--- src/rtl/core/rti_front.sv ---
// Front stage: accepts triangle words and forms edge and origin offset vectors.
`default_nettype none

module rti_front #(
  parameter int COORD_WIDTH = 32
) (
  input  wire                             clk,
  input  wire                             rst,
  input  wire                             s_tvalid,
  output logic                            s_tready,
  input  wire  [9*COORD_WIDTH-1:0]        s_tdata,
  input  wire  signed [COORD_WIDTH-1:0]   ox,
  input  wire  signed [COORD_WIDTH-1:0]   oy,
  input  wire  signed [COORD_WIDTH-1:0]   oz,
  input  wire                             full,
  output logic                            push,
  output logic [9*(COORD_WIDTH+1)-1:0]    edata
);

  localparam int W = COORD_WIDTH;
  localparam int E = COORD_WIDTH + 1;

  logic signed [W-1:0] c0x, c0y, c0z, c1x, c1y, c1z, c2x, c2y, c2z;
  logic                fv;
  logic [9*E-1:0]      vec;

  assign c0x = s_tdata[0*W +: W];
  assign c0y = s_tdata[1*W +: W];
  assign c0z = s_tdata[2*W +: W];
  assign c1x = s_tdata[3*W +: W];
  assign c1y = s_tdata[4*W +: W];
  assign c1z = s_tdata[5*W +: W];
  assign c2x = s_tdata[6*W +: W];
  assign c2y = s_tdata[7*W +: W];
  assign c2z = s_tdata[8*W +: W];

  // Push the held word into the queue whenever it has room
  assign push     = fv & ~full;
  assign s_tready = ~fv | ~full;

  // Hold one word: edges e1, e2 and offset s = origin - c0
  always_ff @(posedge clk) begin
    if (rst) begin
      fv <= 1'b0;
    end else if (s_tvalid && s_tready) begin
      fv <= 1'b1;
    end else if (push) begin
      fv <= 1'b0;
    end
  end

  always_ff @(posedge clk) begin
    if (s_tvalid && s_tready) begin
      vec <= {E'(oz) - E'(c0z), E'(oy) - E'(c0y), E'(ox) - E'(c0x),
              E'(c2z) - E'(c0z), E'(c2y) - E'(c0y), E'(c2x) - E'(c0x),
              E'(c1z) - E'(c0z), E'(c1y) - E'(c0y), E'(c1x) - E'(c0x)};
    end
  end

  assign edata = vec;

endmodule

`default_nettype wire

--- config.mk ---
export PLATFORM = sky130hd
export DESIGN_NAME = rti_front
export DESIGN_NICKNAME = d
export VERILOG_FILES = /design/src/rtl/core/rti_front.sv
export SDC_FILE = /design/constraint.sdc
export NUM_CORES = 1
export LEC_CHECK = 0
export BUFFER_PORTS_ARGS = -buffer_cell sky130_fd_sc_hd__buf_4
export CAP_MARGIN = 20
export CORE_MARGIN = 4
export CORE_UTILIZATION = 35
export CTS_CLUSTER_DIAMETER = 40
export DETAILED_ROUTE_END_ITERATION = 8
export HOLD_SLACK_MARGIN = 0.15
export PLACE_DENSITY = 0.72
export SYNTH_ARGS = -nofsm -noshare
export SYNTH_HDL_FRONTEND = slang
export SYNTH_SLANG_ARGS = --single-unit
--- constraint.sdc ---
create_clock -name clk -period 7.7 [get_ports clk]
set_input_delay 0.77 -clock clk [delete_from_list [all_inputs] [get_ports clk]]
set_output_delay 0.77 -clock clk [all_outputs]
set_load 0.03 [all_outputs]
# Word level (Yosys, flattened, before mapping)
# Cells that the tools add are included.
[totals]
reg_bits = 298
in_bits = 388
output_inout_bits = 299
wordCells = 19
[op_classes]
n_addsub = 9
mux = 2
n_bitwise = 4
n_reduce_logical = 2
[op_table]
columns = ["operator", "n"]
rows = [
  ["subtractor 32 x 32 -> 33 bit", 9],
  ["2-to-1 mux 1 bit", 2],
  ["NOT 1 bit", 2],
  ["nonzero test 2 bit", 1],
  ["bitwise AND 1 bit", 1],
  ["logical AND 1 bit", 1],
  ["bitwise OR 1 bit", 1],
]

# Longest topological paths before layout
[depth]
word_depth = 4
ltp_mapped = 12
ltp_nobuf = 12

# Worst setup path before layout
# Ideal clock, no wire load.
[synth_path]
kind = "input-to-reg"
startpoint = "input port full"
endpoint = "register vec[0], in the netlist edata[0] (enable)"
setup_time_ps = 695
t_arrival_ps = 7797
required_time_ps = 7005
slack_ps = -791
cell_stages = 2
n_path_buf = 0
cell_sequence = "nand2_1 > and2_1"
[synth_via]
elab_chain_len = 3
[synth_rtl]
columns = ["item", "line", "rtl"]
rows = [
  ["start, declared", "15", "input wire full,"],
  ["NOT 1 bit", "39", "assign s_tready = ~fv | ~full;"],
  ["bitwise OR 1 bit", "39", ""],
  ["logical AND 1 bit", "53", "if (s_tvalid && s_tready) begin"],
  ["end signal, assigned", "54", "vec <= {E'(oz) - E'(c0z), E'(oy) - E'(c0y), E'(ox) - E'(c0x),"],
  ["end, declared", "25", "logic [9*E-1:0] vec;"],
]
# No other way between the ends.
# A chain may end at the register's enable or synchronous reset.

# Worst setup path in the final report
[layout_path]
startpoint = "input port s_tdata[65]"
endpoint = "register vec[196], in the netlist edata[196], data pin"
[layout_via]
elab_chain_len = 1
[layout_rtl]
columns = ["item", "line", "rtl"]
rows = [
  ["start, declared", "11", "input wire [9*COORD_WIDTH-1:0] s_tdata,"],
  ["subtractor 32 x 32 -> 33 bit", "55", "E'(c2z) - E'(c0z), E'(c2y) - E'(c0y), E'(c2x) - E'(c0x),"],
]
# No other way between the ends.

==> results.md <==
* Status: finished clean
* Initial Util at 0.3524
* Final instance area at 32020 sq um
* Final setup fails at 0
* Top area cells in the synthesized netlist: edfxtp_1 38%, ha_1 15%, xnor2_1 5.5%
* Number of synthesized flops with an enable pin at 297
* Element type at the critical path start: input port
* Routed Antenna Nets at 0
* Max Freq at 285.5 MHz
* Largest family of logic cells by synthesized area: compound AO/OA/AOI/OAI gates
* Initial antenna violation count at 7
* Pleak at ~15 nW
* Finished Layout Cells at roughly 4000
* WP data arrival at 3.80 ns
* Logic pwr share at 0.322
* Dpl hpwl at 65850 um
* Sw Share at 0.3332
* Max Cap Violations at 0
* Area delta synth->final at 35.30%
* H-tree depth at 3
* Placed Cells incl. Taps at slightly below 4000
* XOR/XNOR Fraction of Synth Area at 0.08511
* Routed len/inst at 19.78 um
* Post-route setup TNS at 0 ns
* Total track usage at 0.2117
* Num CTS Buffers at 68
* Critical path type: in2reg
* Psw at 2.428 mW
* Drt total wl at between 80000 and 90000 um
* Largest net degree at the start of global routing at 151
* CTS Sinks at 298
* Synth Cell Area at roughly 24000 sq um
* Starting DRT DRC Count at around 1700
* CTS resizes at 0
* Vias at 21840
* PwrDens at 227.6 nW/um^2
* Ys Warns at 0
* Routability Congestion at between 0.9 and 1
* Synth Area in Simple Gates at 0.1244
* Vias in the first global route at 20840
* Core Area at between 60000 and 70000 sq um
* Max FO, Critical Path at 4
* DRC viols at 0
* CTS tree: built
* Period utilization at 0.4549
* Fillers at 6273
* Clk slew on worst S/H paths at 0.04 ns
* Mapped Cells at 2416
* Final Hold Viols at 0
* RSZ-0062 raised after global routing: no
* # rows at 95
* Post-synth ARST share at 0
* Clk buf depth at 3
* Register area share after synthesis at 0.3777
* # port buffers at 686
* GRT overflow at 0
* Die area at 71850 sq um
* Post-CTS Setup Inserts at 0
* CTS root buffer: clkbuf_16
* Adder and majority gate portion of the synthesized area at 0.1599
* Via/cell ratio at 5.354
* Ys flop type: edfxtp_1
* Hold-fix buffers, CTS at 0
* Syn nets at 3101
* Least-Margin Pin Slew at 1.133 ns
* Peak VDD IR at 0.1606 mV
* Max transition margin at 0.2449
* Area leader, netlist: edfxtp_1
* Clk Latency, worst-skew pair at around 0.57 ns
* Final min period at 3.503 ns
* Number of synthesized register bits at 298
* CP required at ~8.0 ns
* Hold WS at 0.3509 ns
* Pint at 4.860 mW
* Die Height at 268.0 um
* Mapped Avg Cell Area at 9.796 sq um
* First-pass GRT wire length at 119300 um
* Synth Area in Compound Gates at 0.2150
* Skew final at roughly 0.024 ns
* Class of the worst hold path: in2reg
* Sequential share of power at 0.299
* Die width at 268.0 um
* Clock Power Share at 0.379
* Nets at 3836
* Area post-placement at 29860 sq um
* Layout cells sized above 1 at 0.2563
* Slew Viols, Final at 0
* Mux cell area share after synthesis at 0.003119
* I/O pin cnt at 687
* Synth top area share at 0.3768
* Crit. End Element: register
* Library cells used by synthesis at 79
* TritonRoute pass-1 iters at 7
* Post-layout util at 0.4768
==> registers in the layout, indices dropped and copies added, names as in the netlist <==
register  flops
fv            1
edata       297
==> cell families (layout without fill, tap and decap cells) <==
logic type                 after synthesis  count (layout)
and+or+nand+nor                        600             600
other                                    0               7
muxes                                    7               7
AOI/OAI and AO/OA                      764             764
DFF                                    298             298
adders and majority gates              297             297
buffers and inverters                  220            1003
xor gates and xnor gates               230             230
==> cells in the final DEF, fill, tap and decap left out, types with 8 or more instances in the layout <==
cell type / netlist / routed
and3_1: 22 / 22
nand4_1: 24 / 24
buf_4: 0 / 689
nor3_1: 48 / 48
o2111ai_1: 11 / 11
nor2b_1: 47 / 47
xnor2_1: 149 / 149
clkbuf_16: 0 / 68
xor2_1: 81 / 81
nand2b_1: 29 / 29
clkinv_1: 0 / 9
a211oi_1: 28 / 28
o21a_1: 48 / 48
o21bai_1: 25 / 25
inv_1: 195 / 195
and2_1: 21 / 20
ha_1: 288 / 288
o31ai_1: 18 / 18
o211ai_1: 29 / 29
o21ai_1: 10 / 10
fa_1: 9 / 9
o21ai_0: 109 / 109
a221oi_1: 8 / 8
nor2_1: 173 / 173
nand3_1: 54 / 54
nand3b_1: 8 / 8
nand2_1: 127 / 127
a311oi_1: 10 / 10
or3_1: 8 / 8
a2111oi_0: 9 / 9
o31a_1: 8 / 8
a21o_1: 134 / 134
a21oi_1: 214 / 214
edfxtp_1: 297 / 297
a31oi_1: 23 / 23
clkbuf_1: 25 / 14
or2_2: 12 / 12
==> final timing paths <==
kind / startpoint / endpoint / slack [ns] / depth (start not counted)
min: rst / fv$_SDFFE_PP0P_ / 0.35 / 2
max: s_tdata[65] / edata[196]$_DFFE_PP_ / 4.20 / 12
min reg2reg: fv$_SDFFE_PP0P_ / fv$_SDFFE_PP0P_ / 0.49 / 2
max reg2reg: fv$_SDFFE_PP0P_ / edata[218]$_DFFE_PP_ / 5.62 / 3
==> final cells by class <==
class                      instances  area, sq um  share of cell area
clock inverter                    36        389.1             0.01215
sequential                       298         8939              0.2791
clock buffer                      82         1754             0.05478
inverter                         195        732.0             0.02286
tap                              873         1092             0.03411
antenna                            7        17.52           0.0005470
timing repair buffer             690         5192              0.1622
multi-input combinational       1898        13910              0.4343
==> worst max-delay path: stages <==
cell,delay [ns]
buf_4,0.13
inv_1,0.09
ha_1,0.29
nor2b_1,0.15
o31ai_1,0.41
a211oi_1,0.17
o2111ai_1,0.34
a2111oi_0,0.18
or4b_1,0.61
a41oi_1,0.37
o21ai_1,0.13
xor2_1,0.15
==> power groups by stage <==
| stage | logic, mW | registers (mW) | clock network, mW |
|---|---|---|---|
| 3_3_place_gp | 2.31 | 2.20 | 0 |
| 3_5_place_dp | 2.32 | 2.20 | 0 |
| 4_1_cts | 2.34 | 2.18 | 2.83 |
| 6_report | 2.34 | 2.18 | 2.76 |
| 2_1_floorplan | 1.08 | 2.62 | 0 |
| 5_1_grt | 2.53 | 2.19 | 2.91 |
==> through the flow <==
| stage | power (mW) | setup WS [ns] |
|---|---|---|
| 2_1_floorplan | 3.699 | 2.529 |
| 3_3_place_gp | 4.508 | 3.692 |
| 3_5_place_dp | 4.528 | 3.667 |
| 4_1_cts | 7.344 | 4.273 |
| 5_1_grt | 7.632 | 4.011 |
| 6_report | 7.288 | 4.197 |
==> metal layers <==
layer  track usage  part of all wire  vias to the layer above  wire (um)
met4       0.09090             0.043                        0       3497
met3       0.04212             0.082                      181       6650
met2        0.3550              0.47                      904      38080
met1        0.2665              0.40                    10180      32440
li1              -                 -                    10580          -
met5             0                 0                        -          0
==> cells in the mapped netlist, types with 48 or more instances <==
master      n
a21oi_1   214
o21ai_0   109
xor2_1     81
xnor2_1   149
a21o_1    134
inv_1     195
edfxtp_1  297
nor3_1     48
nor2_1    173
o21a_1     48
nand2_1   127
nand3_1    54
ha_1      288
(Power assumes the default switching activity.)
