[src/rtl/core/rti_queue.sv]
// Short register queue between the front stage and the arithmetic pipeline.
`default_nettype none

module rti_queue #(
  parameter int DATA_WIDTH = 8,
  parameter int DEPTH      = 4
) (
  input  wire                   clk,
  input  wire                   rst,
  input  wire                   push,
  input  wire  [DATA_WIDTH-1:0] din,
  output logic                  full,
  input  wire                   pop,
  output logic                  valid,
  output logic [DATA_WIDTH-1:0] dout
);

  localparam int PTR_W = (DEPTH > 1) ? $clog2(DEPTH) : 1;
  localparam int CNT_W = $clog2(DEPTH + 1);

  logic [DATA_WIDTH-1:0] mem [DEPTH];
  logic [PTR_W-1:0]      wr_ptr, rd_ptr;
  logic [CNT_W-1:0]      count;
  logic                  do_push, do_pop;

  assign full    = (count == CNT_W'(DEPTH));
  assign valid   = (count != '0);
  assign do_push = push & ~full;
  assign do_pop  = pop & valid;
  assign dout    = mem[rd_ptr];

  // Advance pointers and fill count
  always_ff @(posedge clk) begin
    if (rst) begin
      wr_ptr <= '0;
      rd_ptr <= '0;
      count  <= '0;
    end else begin
      if (do_push) begin
        wr_ptr <= (wr_ptr == PTR_W'(DEPTH - 1)) ? '0 : wr_ptr + 1'b1;
      end
      if (do_pop) begin
        rd_ptr <= (rd_ptr == PTR_W'(DEPTH - 1)) ? '0 : rd_ptr + 1'b1;
      end
      if (do_push && !do_pop) begin
        count <= count + 1'b1;
      end else if (do_pop && !do_push) begin
        count <= count - 1'b1;
      end
    end
  end

  always_ff @(posedge clk) begin
    if (do_push) begin
      mem[wr_ptr] <= din;
    end
  end

endmodule

`default_nettype wire

[config.mk]
export PLATFORM = sky130hd
export DESIGN_NAME = rti_queue
export DESIGN_NICKNAME = d
export VERILOG_FILES = /design/src/rtl/core/rti_queue.sv
export SDC_FILE = /design/constraint.sdc
export NUM_CORES = 1
export LEC_CHECK = 0
export BUFFER_PORTS_ARGS = -buffer_cell sky130_fd_sc_hd__buf_4
export CAP_MARGIN = 40
export CORE_UTILIZATION = 53
export CTS_BUF_LIST = sky130_fd_sc_hd__clkbuf_8
export DETAILED_ROUTE_END_ITERATION = 8
export PLACE_DENSITY = 0.77
export SLEW_MARGIN = 20
export SYNTH_ARGS = -nofsm -noshare
export SYNTH_HDL_FRONTEND = slang
export SYNTH_SLANG_ARGS = --single-unit
[constraint.sdc]
create_clock -name clk -period 2.12 [get_ports clk]
set_input_delay 0.424 -clock clk [delete_from_list [all_inputs] [get_ports clk]]
set_output_delay 0.424 -clock clk [all_outputs]
set_load 0.005 [all_outputs]
Word level (Yosys, flattened, before mapping)
Memories as Yosys holds them, arrays and structs flattened. A register that Yosys moved wholly into a read port is not among the register bits.
Cells that the tools add are included.
{ "op_classes": {"mux": 8, "n_mul": 0, "n_div": 0, "eq_ne": 3, "order_cmp": 0, "reduce_logical": 6, "add_sub_neg": 4, "n_shift": 0, "n_bitwise": 3} }
{ "ops": {"columns": ["operator", "n"], "rows": [
  ["$mux W2", 4],
  ["$mux W3", 2],
  ["$add A2 B1 Y2 const B", 2],
  ["$eq A2 B2 Y1 const B", 2],
  ["$add A3 B1 Y3 const B", 1],
  ["$eq A3 B3 Y1 const B", 1],
  ["$reduce_bool A3 Y1", 1],
  ["$sub A3 B1 Y3 const B", 1],
  ["$and A1 B1 Y1", 2],
  ["$logic_and A1 B1 Y1", 2],
  ["$logic_not A1 Y1", 2],
  ["$mux W1", 2],
  ["$reduce_bool A2 Y1", 1],
  ["$not A1 Y1", 1]
]} }
{ "totals": {"latchBits": 0, "memories": 1, "reg_bits": 7, "rom_bits": 0, "inputBits": 12, "word_cells": 28, "ramBits": 32} }
{ "memory_table": {"columns": ["name", "depth", "word_bits", "rd", "rd_clocked_by_memory_dff", "write_ports", "line", "text"], "rows": [
  ["mem", 4, 8, 1, 1, 1, "21", "logic [DATA_WIDTH-1:0] mem [DEPTH];"]
]} }

Longest topological paths before layout
Gate-level depths: netlist of the first run.
{ "logic_depth": {"ltp_word": 7, "depth_mapped": 10, "depth_no_buf": 9} }

Least setup slack after synthesis of the first run
Ideal clock, no wire load.
{ "synth_path": {"path_kind": "flip-flop to flip-flop", "start": "register count[0]", "end": "register count[2]", "slack_ns": -0.036, "n_path_buf": 1, "arrival_time_ns": 2.086, "required_ns": 2.050, "stages_incl_launch_ff": 11, "synth_period_minus_slack_ns": 2.156, "setup_ns": 0.070, "cell_sequence": "dfxtp_1 > or3b_1 > buf_6 > clkinv_4 > nor2_2 > ha_1 > inv_1 > fa_1 > xor2_1 > or3_2 > a21oi_1"} }
{ "synth_between": {"elab_chain_cells": 6, "word_cells_on_any_way": 14} }
{ "synth_rtl": {"columns": ["item", "line", "text"], "rows": [
  ["from (decl)", "23", "logic [CNT_W-1:0] count;"],
  ["from (signal assigned)", "46", "count <= count + 1'b1;"],
  ["from (signal assigned)", "48", "count <= count - 1'b1;"],
  ["$eq A3 B3 Y1 (*)", "26", "assign full = (count == CNT_W'(DEPTH));"],
  ["via full", "12", "output logic full,"],
  ["$not A1 Y1 (*)", "28", "assign do_push = push & ~full;"],
  ["$and A1 B1 Y1 (*)", "28", null],
  ["via do_push", "24", "logic do_push, do_pop;"],
  ["$logic_not A1 Y1", "47", "end else if (do_pop && !do_push) begin"],
  ["$logic_and A1 B1 Y1", "47", null],
  ["$reduce_bool A2 Y1 (no line)", null, null]
]} }
The timed path passes the listed nets; every way through them passes the cells marked *. The select of a mux whose other input is x is not followed.
A chain may end at the register's enable or synchronous reset.

Worst setup path after layout of the first run
{ "layout_path": {"start": "register count[2]", "end": "register count[2]"} }
{ "layout_between": {"elab_chain_cells": 6, "word_cells_on_any_way": 14} }
{ "layout_rtl": {"columns": ["item", "line"], "rows": [
  ["$eq A3 B3 Y1 (*)", "26"],
  ["$not A1 Y1 (*)", "28"],
  ["$and A1 B1 Y1 (*)", "28"],
  ["via do_push", "24"],
  ["$logic_not A1 Y1", "47"],
  ["$logic_and A1 B1 Y1", "47"],
  ["$reduce_bool A2 Y1 (no line)", null]
]} }
Marks and branches as above.

==> flow_metrics.py, run 1 <==
metrics = {
    "job": {
        "maxCapViolCount": 0,
    },
    "power_and_ir_drop": {
        "p_int_mw": 1.58,
        "power.density_nw_per_um2": 1090,
        "switching_share_pct": 26.7,
        "irDropWorstVdd_v": 0.000795,
        "combPwrFrac_pct": 29.3,
        "p_switching_uw": 574,
        "power_frac_seq_pct": 49.2,
        "pwr-share-clk_pct": 21.5,
        "leakagePower_nw": 0.747,
    },
    "global_route": {
        "track_usage_pct": 18.2,
        "grt_max_degree": 13,
        "antenna_found_initial": 0,
        "grt_pass1_vias": 869,
        "grt_overflow_total": 0,
        "grt_first_pass_wirelength_mm": 4.26,
    },
    "floorplan": {
        "rows": 19,
        "die_width_microns": 57.8,
        "ioPinCount": 22,
        "core_sq_um": 2850,
        "dieArea_sq_um": 3340,
        "die_h_microns": 57.8,
        "initial_core_util_pct": 57.8,
    },
    "status": {
        "violations": "DRC",
        "status": "finished with violations",
    },
    "timing": {
        "fmaxAchievable_ghz": 0.503,
        "setup_viol_count_final": 0,
        "relSlewSlack_pct": 73.1,
        "period_share_pct": 93.7,
        "setup_tns_ns": 0,
        "slew_viol_final": 0,
        "period_minus_slack_ns": 1.99,
        "setup_ws_ns": 0.133,
        "finalClockSkew_ns": 0.00527,
        "rsz0062_at_grt": "no",
        "hold_violations": 0,
        "worst_pin_slew_ns": 0.403,
    },
    "clock_network": {
        "clk_pin_slew_worst_paths_ns": 0.07,
        "tritoncts": "done",
        "cts_buffer_depth": 2,
        "root_buffer": "clkbuf_8",
        "clkLatencyLatePin_ns": 0.28,
        "cts_hold_buf": 0,
        "h-tree-depth": 2,
        "clock_sinks": 41,
        "cts_buffers": 5,
    },
    "yosys": {
        "yosysSeqAreaShare_pct": 69.2,
        "synth_top_area_share_pct": 58.3,
        "postSynthCellCount": 92,
        "synth-async-reset-ratio_pct": 0,
        "yosys_warnings": 0,
        "synth.most_common_cell": "edfxtp_1",
        "synth_top_area_cell": "edfxtp_1",
        "synth_edf_count": 32,
        "ys_ff_latch": 41,
        "netlist_area_sq_um": 1650,
        "yosys-top-cells-area": "edfxtp_1 (58%), dfxtp_1 (11%), mux4_2 (11%)",
        "yosys_most_used_dff": "edfxtp_1",
        "avgSynthCellArea_sq_um": 17.9,
        "synthTopCellsByCount": "edfxtp_1 (32), dfxtp_1 (9), mux4_2 (8), ha_1 (6)",
        "synth_nets": 111,
        "ys_types": 26,
    },
    "route": {
        "drt-total-wl_mm": 2.65,
        "drtIter0Drc": 18,
        "first_pass_iters": 6,
        "routed_via_density": 5.45,
        "wl_per_cell_microns": 17.2,
        "drc": 3,
        "final_antenna_net_count": 0,
        "num_vias": 840,
    },
    "placement": {
        "pre_cts_ws_ns": -0.0260,
        "gp_congestion": 0.668,
        "dp_hpwl_mm": 1.82,
        "io_buffers": 21,
    },
    "worst_setup_path": {
        "cp-end-kind": "flip-flop",
        "crit_required_ns": 2.34,
        "arrival_ns": 2.20,
        "path_cells": "or3b_4, clkinv_4, nor2_4, ha_2, inv_1, fa_2, xor2_1, or3_4, a21oi_2",
        "crit_path_top_delay_cell": "dfxtp_2",
        "critPathKind": "reg2reg",
        "cpPeakStageDelay_ns": 0.34,
        "worstPathMaxFanout": 5,
        "cp-start-kind": "flip-flop",
    },
    "layout": {
        "layout-drive-gt1-share_pct": 48.0,
        "num-fill-cells": 204,
        "nNetsFinal": 141,
        "n_antenna_cell": 0,
        "area_delta_synth_final_pct": 19.7,
    },
    "worst_hold_path": {
        "hold_path_class": "in2reg",
    },
}
## path summary, 6_finish.rpt
| kind | cells past startpoint | endpoint | startpoint | slack (ns) |
|---|---|---|---|---|
| worst max-delay path | 9 | count[2] | count[2] | 0.13 |
| worst min-delay path | 1 | mem[2][3] | din[3] | 0.34 |
| worst max register to register | 9 | count[2] | count[2] | 0.13 |
| worst min register to register | 2 | count[2] | count[2] | 0.53 |
## power groups by stage
stage	sequential [mW]	combinational, mW	clock [mW]
after global routing	1.07	0.699	0.507
final	1.06	0.631	0.463
after global placement	1.06	0.584	0
after floorplan	1.04	0.380	0
after detailed placement	1.07	0.594	0
after CTS	1.06	0.618	0.477
## layout by cell type (no fill, tap or decap), types with 2 or more instances in the layout
master    instances
mux2i_1           2
inv_1             5
o31ai_2           2
edfxtp_1         32
and3_2            4
ha_1              5
a21oi_1           2
clkbuf_8          5
clkinv_2          2
nor2_1            3
mux4_2            8
dfxtp_2           3
buf_4            27
nand3_1           2
dfxtp_1           6
xor2_1            2
## worst max-delay path, delay by kind of cell (launching register included)
kind	cells	cell delay, ns
AND/OR/NAND/NOR	3	0.67
AO/OA/AOI/OAI	1	0.13
buffers and inverters	2	0.12
XOR/XNOR	1	0.15
adder cells (fa/ha/maj)	2	0.51
flip-flops	1	0.34
## metal layers
metal	wire (microns)	track usage [%]	vias up
met1	1180	21.6	402
li1	-	-	413
met5	0	0	-
met2	1320	31.4	19
met3	108	6.03	6
met4	41	6.12	0
## final cells by class
type                       count  area, sq um  area share [%]
timing repair buffer          27          203            10.3
multi-input combinational     42          479            24.3
sequential                    41         1140            58.1
clock inverter                 3         13.8           0.698
tap                           31         38.8            1.97
inverter                       5         23.8            1.21
clock buffer                   5         68.8            3.49
## registers in the layout, summed over array words and instances (netlist names), named ones only
signal and count:
count 3, wr_ptr 2, mem 32, rd_ptr 2
## through the flow
step           total power [mW]  cell area, sq um  instances  utilization (%)  hold WS, ns
2_1_floorplan              1.42              1650         92                -        0.463
3_3_place_gp               1.65              1860        145             65.2        0.474
3_5_place_dp               1.67              1860        145             65.2        0.511
4_1_cts                    2.16              1960        154             68.7        0.333
5_1_grt                    2.28              1970        154             69.1        0.332
6_report                   2.15              1970        154             69.1        0.340
## repair_timing
action | in CTS | in global routing
resized for setup | 4 | 3
endpoints found under the setup margin | 1 | 1
buffers inserted | 1 | 0
## logic make-up (layout without fill, tap and decap cells)
group	count (synthesis)	count (layout)	share of synthesized area, %
XOR/XNOR	2	2	1.06
adder cells (fa/ha/maj)	7	7	5.77
multiplexers	10	10	12.1
AO/OA/AOI/OAI	7	7	3.04
flip-flops	41	41	69.2
buffers and inverters	9	40	2.88
AND/OR/NAND/NOR	16	16	5.85
No activity file was read; power rests on OpenSTA's default activity.
==> run 2, diff against run 1 <==
Settings changed: CORE_UTILIZATION 53 to 58, PLACE_DENSITY 0.77 to 0.8.
Clock period 2.12 ns to 2.1 ns, I/O delays scaled along.
==> run 2 against run 1 <==
  * The run now ends clean
  * Clock skew decreased by 0.0020 ns
  * Utilization increased by 7.2 points
  * Hold slack got worse by 0.0015 ns
  * Highest routed layer unchanged
  * Largest cell class unchanged
  * First-iteration DRC count increased by 28%
==> flow_metrics.py, run 2 (synthesis results as in run 1) <==
metrics = {
    "status": {
        "status": "finished, final reports clean",
    },
    "floorplan": {
        "die_width_microns": 55.3,
        "dieArea_sq_um": 3060,
        "ioPinCount": 22,
        "core_sq_um": 2590,
        "initial_core_util_pct": 63.6,
        "die_h_microns": 55.3,
        "rows": 18,
    },
    "route": {
        "num_vias": 864,
        "first_pass_iters": 4,
        "drc": 0,
        "wl_met2_mm": 1.62,
        "final_antenna_net_count": 0,
        "wl_per_cell_microns": 18.3,
        "drtIter0Drc": 23,
        "drt-total-wl_mm": 2.82,
        "dr_wl_met3_microns": 108,
        "routed_via_density": 5.61,
        "routed.top_layer": "met4",
        "wl_met1_mm": 1.07,
    },
    "layout": {
        "reg.largest.list": "mem: 32 flops, count: 3 flops",
        "n_antenna_cell": 0,
        "nNetsFinal": 142,
        "final_cells": 154,
        "layout-drive-gt1-share_pct": 46.8,
        "area_delta_synth_final_pct": 19.9,
        "final_core_util_pct": 76.3,
        "final_common_cell": "edfxtp_1",
        "largest_register": "mem",
        "largest_register_ff_count": 32,
        "fin_area_sq_um": 1980,
        "final_cell_mix": "edfxtp_1 (32), buf_4 (28), mux4_2 (8), inv_1 (7), dfxtp_1 (6)",
    },
    "worst_setup_path": {
        "cp-start-kind": "flip-flop",
        "arrival_ns": 2.22,
        "worst-path-buf-inv": 2,
        "cpPeakStageDelay_ns": 0.33,
        "crit_path_top_delay_cell": "dfxtp_2",
        "path_cells": "or3b_4, clkinv_4, nor2_4, ha_2, inv_1, fa_2, xor2_1, or3_4, a21oi_2",
        "worstPathMaxFanout": 3,
        "crit_required_ns": 2.31,
        "cp_top_family": "simple AND/OR/NAND/NOR gates",
        "cp-end-kind": "flip-flop",
        "critPathKind": "reg2reg",
    },
    "timing": {
        "period_share_pct": 95.7,
        "relSlewSlack_pct": 72.0,
        "setup_viol_count_final": 0,
        "hold_violations": 0,
        "finalClockSkew_ns": 0.00326,
        "rsz0062_at_grt": "no",
        "setup_ws_ns": 0.0902,
        "setup_tns_ns": 0,
        "worst_pin_slew_ns": 0.419,
        "slew_viol_final": 0,
        "period_minus_slack_ns": 2.01,
        "fmaxAchievable_ghz": 0.498,
    },
    "power_and_ir_drop": {
        "power.density_nw_per_um2": 1110,
        "p_int_mw": 1.60,
        "power_frac_seq_pct": 48.8,
        "p_switching_uw": 587,
        "pwr-share-clk_pct": 20.8,
        "switching_share_pct": 26.8,
        "irDropWorstVdd_v": 0.000943,
        "leakagePower_nw": 0.755,
        "combPwrFrac_pct": 30.4,
    },
    "clock_network": {
        "cts_buffers": 5,
        "cts_buffer_depth": 2,
        "clock_sinks": 41,
        "clk_pin_slew_worst_paths_ns": 0.07,
        "root_buffer": "clkbuf_8",
        "cts_hold_buf": 0,
        "h-tree-depth": 2,
        "tritoncts": "done",
        "clkLatencyLatePin_ns": 0.28,
    },
    "placement": {
        "gp_congestion": 0.772,
        "dp_hpwl_mm": 2.06,
        "dp.cells": 144,
        "dpl_cell_area_sq_um": 1860,
        "pre_cts_ws_ns": -0.0888,
        "io_buffers": 21,
    },
    "global_route": {
        "grt_overflow_total": 0,
        "grt_first_pass_wirelength_mm": 4.57,
        "track_usage_pct": 21.3,
        "antenna_found_initial": 0,
        "grt_max_degree": 12,
        "grt_pass1_vias": 974,
    },
    "worst_hold_path": {
        "hold_path_class": "in2reg",
    },
    "job": {
        "maxCapViolCount": 0,
    },
}
==> run 2: changes by cell type in the layout (fill, tap and decap cells not counted) <==
cell      previous run  this run
buf_4               27        28
clkinv_2             2         0
inv_1                5         7
==> run 2: final timing paths <==
check	startpoint	to	slack [ns]	depth (start not counted)
worst max-delay path	count[2]	count[2]	0.09	9
worst min-delay path	din[4]	mem[1][4]	0.34	1
worst max register to register	count[2]	count[2]	0.09	9
worst min register to register	rd_ptr[0]	rd_ptr[0]	0.53	2
==> run 2: layout make-up <==
type,instances,area [sq um]
timing repair buffer,28,210
clock inverter,3,11.3
clock buffer,5,68.8
sequential,41,1140
multi-input combinational,42,479
fill,156,614
inverter,5,23.8
tap,30,37.5
==> run 2: power groups by stage <==
stage / Combinational, mW / Clock, mW / Sequential [mW]
after detailed placement: 0.620 / 0 / 1.08
after CTS: 0.663 / 0.468 / 1.07
after floorplan: 0.383 / 0 / 1.05
after global placement: 0.589 / 0 / 1.07
final: 0.665 / 0.455 / 1.07
after global routing: 0.724 / 0.497 / 1.08
==> run 2: per-stage QoR <==
stage | power, mW | hold WS [ns]
6_report | 2.19 | 0.338
3_5_place_dp | 1.70 | 0.516
5_1_grt | 2.30 | 0.325
3_3_place_gp | 1.66 | 0.472
2_1_floorplan | 1.44 | 0.463
4_1_cts | 2.20 | 0.328
==> run 2: layer usage <==
metal	GRT usage (%)	up-vias
li1	-	410
met1	20.6	428
met2	39.6	24
met3	7.96	2
met4	9.29	0
met5	0	-
==> run 2: what timing repair did <==
action / 4_1_cts / 5_1_grt
setup endpoints to repair: 1 / 1
setup buffers: 2 / 0
gates resized for setup: 6 / 1
pin swaps: 1 / 1
==> run 3, diff against run 2 <==
Settings changed: CORE_UTILIZATION 58 to 53, PLACE_DENSITY 0.8 to 0.77.
Clock period 2.1 ns to 1.8 ns, I/O delays scaled along.
==> run 3 against run 2 <==
  * The flow now finishes with violations (DRC, setup timing)
  * Worst setup slack got worse by 0.23 ns
  * Hold slack got worse by 0.071 ns
  * Maximum frequency increased by 3.5%
  * Clock power increased by 21%
  * Non-clock buffer count increased by 9
  * Sequential power increased by 16%
  * Die area increased by 9.1%
  * Largest cell class unchanged
==> flow_metrics.py, run 3 (synthesis results as in run 1) <==
metrics = {
    "status": {
        "status": "finished with violations",
        "violations": "DRC, setup timing",
    },
    "timing": {
        "period_share_pct": 108,
        "finalClockSkew_ns": 0.00673,
        "period_minus_slack_ns": 1.94,
        "relSlewSlack_pct": 73.1,
        "setup_viol_count_final": 2,
        "hold_ws_ns": 0.268,
        "fmaxAchievable_ghz": 0.515,
        "setup_ws_ns": -0.142,
        "rsz0062_at_grt": "yes",
        "slew_viol_final": 0,
        "worst_pin_slew_ns": 0.403,
        "hold_violations": 0,
        "setup_tns_ns": -0.188,
    },
    "power_and_ir_drop": {
        "power.density_nw_per_um2": 1310,
        "leakagePower_nw": 0.816,
        "irDropWorstVdd_v": 0.00102,
    },
    "layout": {
        "largest_register_ff_count": 32,
        "num-fill-cells": 174,
        "area_delta_synth_final_pct": 28.9,
        "largest_register": "mem",
        "reg.largest.list": "mem: 32 flops, count: 3 flops",
        "final_cell_mix": "edfxtp_1 (32), buf_4 (26), buf_6 (10), mux4_2 (8)",
        "n_antenna_cell": 0,
        "layout-drive-gt1-share_pct": 54.1,
        "nNetsFinal": 151,
        "final_common_cell": "edfxtp_1",
    },
    "route": {
        "drc": 3,
        "drt-total-wl_mm": 2.77,
        "final_antenna_net_count": 0,
        "drtIter0Drc": 50,
        "routed_via_density": 5.51,
        "first_pass_iters": 6,
        "wl_per_cell_microns": 16.9,
        "num_vias": 903,
    },
    "worst_setup_path": {
        "rr_worst_depth": 9,
        "arrival_ns": 2.17,
        "cp-start-kind": "flip-flop",
        "reg2reg_from": "count[2]",
        "crit_start": "count[2]",
        "crit_end": "count[2]",
        "r2r_end": "count[2]",
        "cp-end-kind": "flip-flop",
        "worstPathMaxFanout": 3,
        "critPathKind": "reg2reg",
        "r2r_slack_ns": -0.14,
        "crit_required_ns": 2.02,
    },
    "floorplan": {
        "die_width_microns": 57.8,
        "core_sq_um": 2850,
        "ioPinCount": 22,
        "rows": 19,
        "initial_core_util_pct": 57.8,
        "dieArea_sq_um": 3340,
        "die_h_microns": 57.8,
    },
    "clock_network": {
        "tritoncts": "done",
        "h-tree-depth": 2,
        "root_buffer": "clkbuf_8",
        "clk_pin_slew_worst_paths_ns": 0.07,
        "cts_buffers": 5,
        "clkLatencyLatePin_ns": 0.29,
        "cts_hold_buf": 0,
        "clock_sinks": 41,
        "cts_buffer_depth": 2,
    },
    "global_route": {
        "grt_pass1_vias": 955,
        "grt_overflow_total": 0,
        "antenna_found_initial": 0,
        "grt_max_degree": 13,
        "track_usage_pct": 19.1,
        "grt_first_pass_wirelength_mm": 4.31,
    },
    "placement": {
        "dp_hpwl_mm": 1.92,
        "pre_cts_ws_ns": -0.181,
        "io_buffers": 21,
        "gp_congestion": 0.695,
    },
    "worst_hold_path": {
        "hold-path-cell-count": 1,
        "hold_path_class": "in2reg",
    },
    "job": {
        "maxCapViolCount": 0,
    },
}
==> run 3: cell types whose count changed in the layout (fill, tap and decap cells not counted), moves of 2 or more <==
cell and delta:
clkinv_2 +2, inv_1 -3, dfxtp_4 +2, buf_6 +10, buf_4 -2
==> run 3: report_power, final <==
part / switching (mW) / internal [mW]
combinational: 0.379 / 0.616
clock: 0.289 / 0.262
sequential: 0.0748 / 1.17
==> run 3: cell type report <==
class | count | area, sq um | share of cell area (%)
multi-input combinational | 42 | 499 | 23.5
clock buffer | 5 | 68.8 | 3.24
timing repair buffer | 37 | 328 | 15.4
clock inverter | 3 | 13.8 | 0.648
tap | 31 | 38.8 | 1.83
sequential | 41 | 1150 | 54.2
inverter | 5 | 23.8 | 1.12
==> run 3: how the worst min path moves through the flow <==
stage	slack (ns)	start	to
3_3_place_gp	0.48	rd_ptr[0]	rd_ptr[0]
5_1_grt	0.25	din[3]	mem[1][3]
6_report	0.27	din[0]	mem[1][0]
3_5_place_dp	0.48	rd_ptr[0]	flip-flop
4_1_cts	0.26	din[3]	mem[2][3]
2_1_floorplan	0.46	din[0]	mem[0][0]
==> run 3: worst max-delay path, cell delays in order, from the launching register on <==
cell      delay [ns]
dfxtp_2         0.32
or3b_4          0.25
clkinv_4        0.06
nor2_4          0.08
ha_2            0.20
inv_2           0.04
fa_2            0.34
xor2_2          0.16
or3_4           0.32
a21oi_2         0.11
==> run 3: routing by layer <==
| metal | vias up | wire, microns | global-route usage (%) |
|---|---|---|---|
| met3 | 5 | 149 | 8.26 |
| met1 | 448 | 1070 | 18.7 |
| met2 | 22 | 1500 | 33.7 |
| li1 | 428 | - | - |
| met4 | 0 | 43 | 10.9 |
| met5 | - | 0 | 0 |
==> run 3: repair_timing <==
action / in CTS / in global routing
setup endpoints to repair: 10 / 10
pin swaps: 4 / 1
setup buffers: 2 / 1
gates resized for setup: 8 / 7
==> run 3: through the flow <==
step / area [sq um] / total power [mW] / utilization (%) / std cells
after floorplan: 1680 / 1.72 / - / 92
after global placement: 1960 / 2.09 / 68.8 / 153
after detailed placement: 1960 / 2.13 / 68.8 / 153
after CTS: 2090 / 2.77 / 73.2 / 163
after global routing: 2120 / 2.93 / 74.4 / 164
final: 2120 / 2.79 / 74.4 / 164
